## src/hdl/rhr_pkg.sv

```systemverilog
// shared constants, tables and helpers for the rgb hue rotation block
`default_nettype none

package rhr_pkg;

    // pixel channel and angle register widths
    localparam int PIX_W   = 8;
    localparam int ANGLE_W = 9;

    // nine matrix coefficients, row-major
    localparam int NCOEF = 9;

    // q30 fixed point sine/cosine
    localparam int Q_FRAC = 30;
    localparam logic [24:0] RAD_PER_DEG_Q30 = 25'd18740330;
    localparam int TAYLOR_TERMS = 7;

    // coefficient numerator width and shared divider dividend width
    localparam int NUM_W = 43;
    localparam int DIV_W = 42;

    // division by a small constant d as a multiply by ceil(2^RCP_SH / d),
    // exact for any dividend below 2^DIV_W while d is at most 1024
    localparam int RCP_SH = DIV_W + 10;
    localparam int RCP_W  = 50;
    localparam logic [63:0] RCP_ONE = 64'd1 << RCP_SH;
    localparam logic [RCP_W-1:0] RCP_6    = RCP_W'((RCP_ONE + 64'd5) / 64'd6);
    localparam logic [RCP_W-1:0] RCP_20   = RCP_W'((RCP_ONE + 64'd19) / 64'd20);
    localparam logic [RCP_W-1:0] RCP_42   = RCP_W'((RCP_ONE + 64'd41) / 64'd42);
    localparam logic [RCP_W-1:0] RCP_72   = RCP_W'((RCP_ONE + 64'd71) / 64'd72);
    localparam logic [RCP_W-1:0] RCP_110  = RCP_W'((RCP_ONE + 64'd109) / 64'd110);
    localparam logic [RCP_W-1:0] RCP_156  = RCP_W'((RCP_ONE + 64'd155) / 64'd156);
    localparam logic [RCP_W-1:0] RCP_210  = RCP_W'((RCP_ONE + 64'd209) / 64'd210);
    localparam logic [RCP_W-1:0] COEF_RECIP = RCP_W'((RCP_ONE + 64'd999) / 64'd1000);

    // luminance weights in thousandths: base, cosine weight, sine weight
    localparam logic signed [10:0] COEF_TERMS [NCOEF][3] = '{
        '{11'sd213,  11'sd787,  -11'sd213},
        '{11'sd715,  -11'sd715, -11'sd715},
        '{11'sd72,   -11'sd72,  11'sd928},
        '{11'sd213,  -11'sd213, 11'sd143},
        '{11'sd715,  11'sd285,  11'sd140},
        '{11'sd72,   -11'sd72,  -11'sd283},
        '{11'sd213,  -11'sd213, -11'sd787},
        '{11'sd715,  -11'sd715, 11'sd715},
        '{11'sd72,   11'sd928,  11'sd72}
    };

    // reciprocal of the factorial ratio (2k)(2k+1) for taylor term k
    function automatic logic [RCP_W-1:0] taylor_recip(input logic [2:0] k);
        logic [RCP_W-1:0] m;
        begin
            case (k)
                3'd1:    m = RCP_6;
                3'd2:    m = RCP_20;
                3'd3:    m = RCP_42;
                3'd4:    m = RCP_72;
                3'd5:    m = RCP_110;
                3'd6:    m = RCP_156;
                3'd7:    m = RCP_210;
                default: m = RCP_6;
            endcase
            return m;
        end
    endfunction

endpackage

`default_nettype wire

```

## src/hdl/rhr_pipe.sv

```systemverilog
// three-stage pixel pipeline: products, row sums, clamp to 8 bits
`default_nettype none

module rhr_pipe #(
    parameter int COEF_FRAC_BITS = 14
) (
    input  wire logic                             clk,
    input  wire logic                             rst_n,
    input  wire logic                             in_valid,
    output logic                                  in_ready,
    input  wire logic                             hold,
    input  wire logic [rhr_pkg::PIX_W-1:0]        in_red,
    input  wire logic [rhr_pkg::PIX_W-1:0]        in_green,
    input  wire logic [rhr_pkg::PIX_W-1:0]        in_blue,
    input  wire logic signed [COEF_FRAC_BITS+2:0] coef [rhr_pkg::NCOEF],
    output logic                                  out_valid,
    input  wire logic                             out_ready,
    output logic [rhr_pkg::PIX_W-1:0]             out_red,
    output logic [rhr_pkg::PIX_W-1:0]             out_green,
    output logic [rhr_pkg::PIX_W-1:0]             out_blue
);
    import rhr_pkg::*;

    localparam int CW = COEF_FRAC_BITS + 3;
    localparam int PW = CW + PIX_W + 1;
    localparam int SW = PW + 2;

    logic                 v1_reg;
    logic                 v2_reg;
    logic                 v3_reg;
    logic signed [PW-1:0] prod_reg [NCOEF];
    logic signed [SW-1:0] sum_reg [3];
    logic [PIX_W-1:0]     pix_reg [3];

    logic                 en1;
    logic                 en2;
    logic                 en3;
    logic                 accept;
    logic [PIX_W-1:0]     chan_w [3];

    // stage enables: a stage moves when empty or when the next one moves
    always_comb
    begin
        en3      = !v3_reg || out_ready;
        en2      = !v2_reg || en3;
        en1      = !v1_reg || en2;
        in_ready = en1 && !hold;
        accept   = in_valid && in_ready;
        chan_w[0] = in_red;
        chan_w[1] = in_green;
        chan_w[2] = in_blue;
    end

    // valid bits
    always_ff @(posedge clk or negedge rst_n)
    begin
        if (!rst_n)
        begin
            v1_reg <= 1'b0;
            v2_reg <= 1'b0;
            v3_reg <= 1'b0;
        end
        else
        begin
            if (en1)
                v1_reg <= accept;
            if (en2)
                v2_reg <= v1_reg;
            if (en3)
                v3_reg <= v2_reg;
        end
    end

    // stage 1: nine coefficient by channel products
    always_ff @(posedge clk)
    begin
        if (en1 && accept)
        begin
            for (int i = 0; i < NCOEF; i++)
            begin
                prod_reg[i] <= PW'(coef[i]) * PW'($signed({1'b0, chan_w[i % 3]}));
            end
        end
    end

    // stage 2: row sums
    always_ff @(posedge clk)
    begin
        if (en2 && v1_reg)
        begin
            for (int r = 0; r < 3; r++)
            begin
                sum_reg[r] <= SW'(prod_reg[3 * r]) + SW'(prod_reg[3 * r + 1])
                            + SW'(prod_reg[3 * r + 2]);
            end
        end
    end

    // stage 3: drop fraction and saturate to 0..255
    always_ff @(posedge clk)
    begin
        if (en3 && v2_reg)
        begin
            for (int r = 0; r < 3; r++)
            begin
                if (sum_reg[r][SW-1])
                    pix_reg[r] <= '0;
                else if (|sum_reg[r][SW-2:COEF_FRAC_BITS+PIX_W])
                    pix_reg[r] <= '1;
                else
                    pix_reg[r] <= sum_reg[r][COEF_FRAC_BITS+PIX_W-1:COEF_FRAC_BITS];
            end
        end
    end

    assign out_valid = v3_reg;
    assign out_red   = pix_reg[0];
    assign out_green = pix_reg[1];
    assign out_blue  = pix_reg[2];

endmodule

`default_nettype wire

```

## config.mk

```make
export PLATFORM = sky130hd
export DESIGN_NAME = rhr_pipe
export DESIGN_NICKNAME = d
export VERILOG_FILES = /design/src/hdl/rhr_pkg.sv /design/src/hdl/rhr_pipe.sv
export SDC_FILE = /design/constraint.sdc
export NUM_CORES = 2
export LEC_CHECK = 0
export BUFFER_PORTS_ARGS = -buffer_cell sky130_fd_sc_hd__buf_2
export CAP_MARGIN = 10
export CORE_ASPECT_RATIO = 1.2
export CORE_MARGIN = 2
export CORE_UTILIZATION = 50
export DETAILED_ROUTE_END_ITERATION = 8
export GPL_TIMING_DRIVEN = 1
export PLACE_DENSITY = 0.73
export SYNTH_ARGS = -nofsm -noshare
export SYNTH_HDL_FRONTEND = slang
export SYNTH_SLANG_ARGS = --single-unit
```

## constraint.sdc

```tcl
create_clock -name clk -period 6.5 [get_ports clk]
set_input_delay 1.3 -clock clk [delete_from_list [all_inputs] [get_ports clk]]
set_output_delay 1.3 -clock clk [all_outputs]
set_load 0.01 [all_outputs]
```

* Word-level counts from Yosys, hierarchy flattened
Memory sizes are Yosys's and may differ from the RTL's.
Cells that the tools add are included.
** Operators by class
- $add $sub $neg :: 6
- $mul :: 9
- Div/mod/pow operators :: 0
- Order comparisons :: 0
- Eq/ne operators :: 0
- Shift operators :: 0
- Muxes and demuxes :: 43
- Bitwise operators :: 6
- Reductions and logical operators :: 15
** Operator list (count)
- $mul A17 B9 Y26 :: 9
- $add A27 B26 Y28 :: 3
- $add A26 B26 Y27 :: 3
- $mux W8 :: 6
- $mux W1 :: 37
- $reduce_or A5 Y1 :: 3
- $or A1 B1 Y1 :: 6
- $logic_and A1 B1 Y1 :: 5
- $logic_not A1 Y1 :: 4
- $logic_or A1 B1 Y1 :: 3
** Storage, ports and cells
- Bits in registers :: 3
- Latch bits :: 0
- Bits in writable memories :: 342
- Bits in read-only memories :: 0
- Input bits :: 182
- Output and inout port bits :: 26
- Logic and storage cells :: 85
- Memories :: 3
** Memory list
- prod_reg :: depth 9, width 26, read ports 9, clocked after Yosys merged registers in 0, wr ports 9, line rhr_pipe.sv:31 : logic signed [PW-1:0] prod_reg [NCOEF];
- sum_reg :: depth 3, width 28, read ports 3, clocked after Yosys merged registers in 0, wr ports 3, line rhr_pipe.sv:32 : logic signed [SW-1:0] sum_reg [3];
- pix_reg :: depth 3, width 8, read ports 3, clocked after Yosys merged registers in 0, wr ports 3, line rhr_pipe.sv:33 : logic [PIX_W-1:0] pix_reg [3];

* Logic depth before layout (Yosys ltp)
- Word-level depth :: 9
- Depth in mapped cells :: 21
- Mapped depth without buffers :: 19

* Least setup slack after synthesis
Ideal clock, no wire load.
- Kind :: input -> register
- From :: input out_ready
- To :: memory prod_reg[0][0] (netlist name), enable pin
- Library setup time :: 624 ps
- Arrival time :: 7147 ps
- Data required time :: 5876 ps
- Slack :: -1271 ps
- Cell stages on the path :: 4
- Buffers on the path :: 0
- Cells stage by stage :: nand2b_1 > nor2_1 > a21oi_1 > and2_1
** RTL lines
- from (decl) :: line rhr_pipe.sv:17 : input wire logic out_ready,
- to (decl) :: line rhr_pipe.sv:31

==> run summary <==
The flow ran to the end, and the final reports show no timing, DRC or antenna violations. For this run, the total global-route usage over all layers was measured as 24.0%. IR analysis of the VDD net gives a maximum drop of 0.575 mV.

The number of violations reported at the end of detailed-routing iteration 0 came out at 2287. The worst setup path is launched from an input port. The filler cells instantiated in the layout total 9981. The worst path needs 6.01 ns of the cycle, external delays included.

Detailed placement ended at an HPWL of 114 mm. The library cell contributing the largest single delay on the critical path is fa_1. The gate count of the mapped netlist was 5878; the number of buffers created by CTS was 35. The number of nets handed over by synthesis was 7653. Across all register-to-register paths, the minimum setup slack is 3.01 ns. The worst register-to-register path has a depth of 10. The run gives 0 as the number of failing hold endpoints at the final stage.

The tools report the number of nets still failing antenna checks after routing as 0. The floorplan step set the die height to 373 um. In this run the deepest clock path goes through 3 buffers. The startpoint identified for the worst hold timing path is v2_reg.

The run gives 43249 as the via count of the first global-routing pass. The final design utilization is 54.7%, and the count of final setup violators is 0. The path with the worst hold slack has its endpoint at out_valid. The run gives 113000 um^2 as the placeable core region. The post-synthesis cell area is 56900 um^2, and the number of pins with negative max-slew slack in the final report is 0. The first detailed-routing pass ran for 5 iterations. The worst-skew pair later-pin latency is 0.58 ns, and the last weighted congestion value of the routability-driven placer is 0.912.

For the pin with the worst max-slew slack, the measured transition is 0.960 ns. The critical path goes through buf_2, buf_4, nand2_1, fa_1, inv_1, fa_1, inv_1, fa_1, fa_1, inv_1, ha_1, o21ai_0, o21ai_0, a221oi_2, o31a_2, o311ai_4, nor2_1, o21ai_0, xor2_1. The share of flip-flops with an asynchronous set or reset after synthesis is 0.990%.

Remaining global-route overflow: 0. The number of port buffers was 207; the worst hold slack across all endpoints was 0.479 ns. The critical path runs through a total of 19 cells. The clock edge transition at the registers on the reported setup and hold paths is 0.05 ns. Launch point of the worst reg-to-reg path: prod_reg[0][191]. The register with the most flip-flops in the layout has 234 of them. In this run the tightest slew margin relative to its limit is 35.8%. The number of synthesized flops with an enable pin was 300. Measured along the x axis, the die boundary spans 312 um.

The tools report the maximum level of the CTS H-tree as 2. The data arrival time of the critical path is 6.29 ns. The critical path start-end classification was in -> reg. Relative to the synthesized area, the layout overhead comes to 8.58%. The initial antenna violation count came out at 28. For this design the static power due to leakage is 31.4 nW.

In this run the worst path has a maximum fanout of 21. Number of nets in the layout: 7888. Number of rows created at floorplan: 135.

The total of warnings raised by yosys came out at 0. In this run the worst hold path is classified as reg -> reg. The number of gates given a new drive strength after cts is 0. The clock sink total was 303.

The cell sitting at the root of the clock tree is a clkbuf_16. The category of the worst setup path capture point is a flip-flop. For this design the top-level I/O count stands at 208.

The biggest cell delay along the critical path came out at 0.55 ns. Among cell families on the critical path, the largest total delay comes from adder cells. After synthesis, the netlist uses 66 different library cells. In the routed design, unresolved DRC markers number 0.

The main flop type after synthesis is edfxtp_1. In this run, synthesis produced a sequential element count of 303. After detailed routing, the total wire length is 136 mm. In the layout the commonest cells are 1407 x inv_1, 1047 x fa_1, 685 x and2_1, 629 x nand2_1, 546 x ha_1. Derived from the worst setup path, the maximum achievable clock frequency is 166 MHz.

Together, buffers and inverters on the worst path number 5. The logs give 0 for the post-CTS setup-driven buffer insertion count and 116000 um^2 for the floorplan die area. Entering global routing, the biggest net connects 138 pins.

The endpoint identified for the worst register-to-register timing path is sum_reg[0][81]. The detailed-route vias per instance works out to 5.26. Counting tap cells, the placed design contains a total of 7583 instances. The leading cell type in the layout, fill and taps excluded was inv_1. Overall power after layout: 0.0308 W. Sequential elements use 16.0% of the synthesized area. Wire length of the first global-routing pass: 223 mm. For the via count, the log shows 40292.

Count of cells along the worst hold path: 2. Across the routed clock network, the largest skew measured is 0.0361 ns. For this run, the number of standard cells in the final layout without fillers is 7663. The average instance in the mapped netlist occupies 9.68 um^2. Dividing the detail-routed wire length by the instance count gives 17.7 um. Once the floorplan was initialized, standard cells occupied 50.4% of the core. The run gives 0 as the number of hold buffers added after CTS. Of the available clock period, the critical path in the final layout requires 92.4%.

Max-cap violations in this run came to 0. Of the cells placed in the final design, the portion with a size suffix greater than 1 is 7.09%. In this design, the critical path's most frequently occurring cell is fa_1. Dividing total power by cell area gives a power density of 499 nW/um^2. Setup repair after global routing left no endpoint under its margin. TritonCTS built the clock tree. The run gives 6.79 ns as the endpoint required time on the critical path.
[metrics by stage]
stage	setup TNS, ns	worst slack, ns	instance area (um^2)
floorplan	0	0.334	56900
global placement	0	0.0722	60500
detailed placement	-0.00249	-0.00249	60500
CTS	0	0.579	61700
global route	0	0.214	61700
finish	0	0.491	61800
[metal layers]
layer	GRT usage (%)	share of wire [%]
met5	0	0.041
met3	2.97	4.8
met1	29.0	39
met2	42.8	51
met4	10.9	5.2
[logic make-up after synthesis]
family | share of synthesized area (%)
AND/OR/NAND/NOR | 14.0
AO/OA/AOI/OAI | 7.05
adder cells (fa/ha/maj) | 48.9
XOR/XNOR | 3.82
buffers and inverters | 10.2
multiplexers | 0.0198
flip-flops | 16.0
[report_power, final]
part	total (W)	internal, W	switching (W)
Sequential	0.00503	0.00434	0.000693
Clock	0.00215	0.00126	0.000889
Combinational	0.0237	0.0102	0.0134
Total	0.0308	0.0158	0.0150
[layout make-up]
type / instances / area, um^2 / share of cell area (%)
repair buffers: 343 / 2240 / 3.63
diodes: 17 / 42.5 / 0.0689
flip-flops and latches: 303 / 9080 / 14.7
inverters: 1407 / 5280 / 8.55
clock inverters: 27 / 372 / 0.602
clock buffers: 36 / 880 / 1.42
well taps: 1507 / 1890 / 3.05
multi-input cells: 4023 / 42000 / 68.0
[worst max path at each step]
| stage | slack [ns] | startpoint | to |
|---|---|---|---|
| after floorplan | 0.33 | in_blue[0] | prod_reg[0][155] |
| after global placement | 0.07 | in_blue[5] | prod_reg[0][230] |
| after detailed placement | -0.002 | in_blue[0] | prod_reg[0][231] |
| after CTS | 0.58 | in_blue[0] | prod_reg[0][231] |
| after global routing | 0.21 | in_blue[0] | prod_reg[0][232] |
| final | 0.49 | in_blue[0] | prod_reg[0][231] |
[cell usage after synthesis (all sizes together) (2+ instances only)]
library cell	n	area share, %
a2111oi	6	0.13
a211o	9	0.14
a211oi	31	0.43
a21boi	5	0.066
a21o	103	1.4
a21oi	200	1.8
a221o	5	0.088
a221oi	6	0.15
a311oi	3	0.046
a31o	4	0.062
a31oi	18	0.20
a41oi	5	0.077
and2	687	7.6
and3	23	0.25
and4	3	0.046
clkbuf	144	0.95
dfrtp	3	0.13
edfxtp	300	16
fa	1047	37
ha	546	12
inv	1407	9.3
nand2	629	4.2
nand2b	17	0.19
nand3	41	0.36
nand3b	3	0.040
nand4	20	0.22
nand4b	2	0.031
nor2	93	0.61
nor2b	15	0.16
nor3	25	0.22
nor4	2	0.022
o2111ai	7	0.11
o211a	2	0.035
o211ai	11	0.15
o21a	40	0.53
o21ai	92	0.81
o21bai	31	0.41
o22ai	7	0.077
o311ai	2	0.062
o31ai	10	0.17
or2	8	0.088
or3	6	0.075
xnor2	173	2.7
xor2	75	1.2
[worst min-delay path, cell delays in order, from the launching register on]
cell     delay (ns)
dfrtp_1        0.34
inv_1          0.06
nand2_1        0.05
No activity file was read; power rests on OpenSTA's default activity.
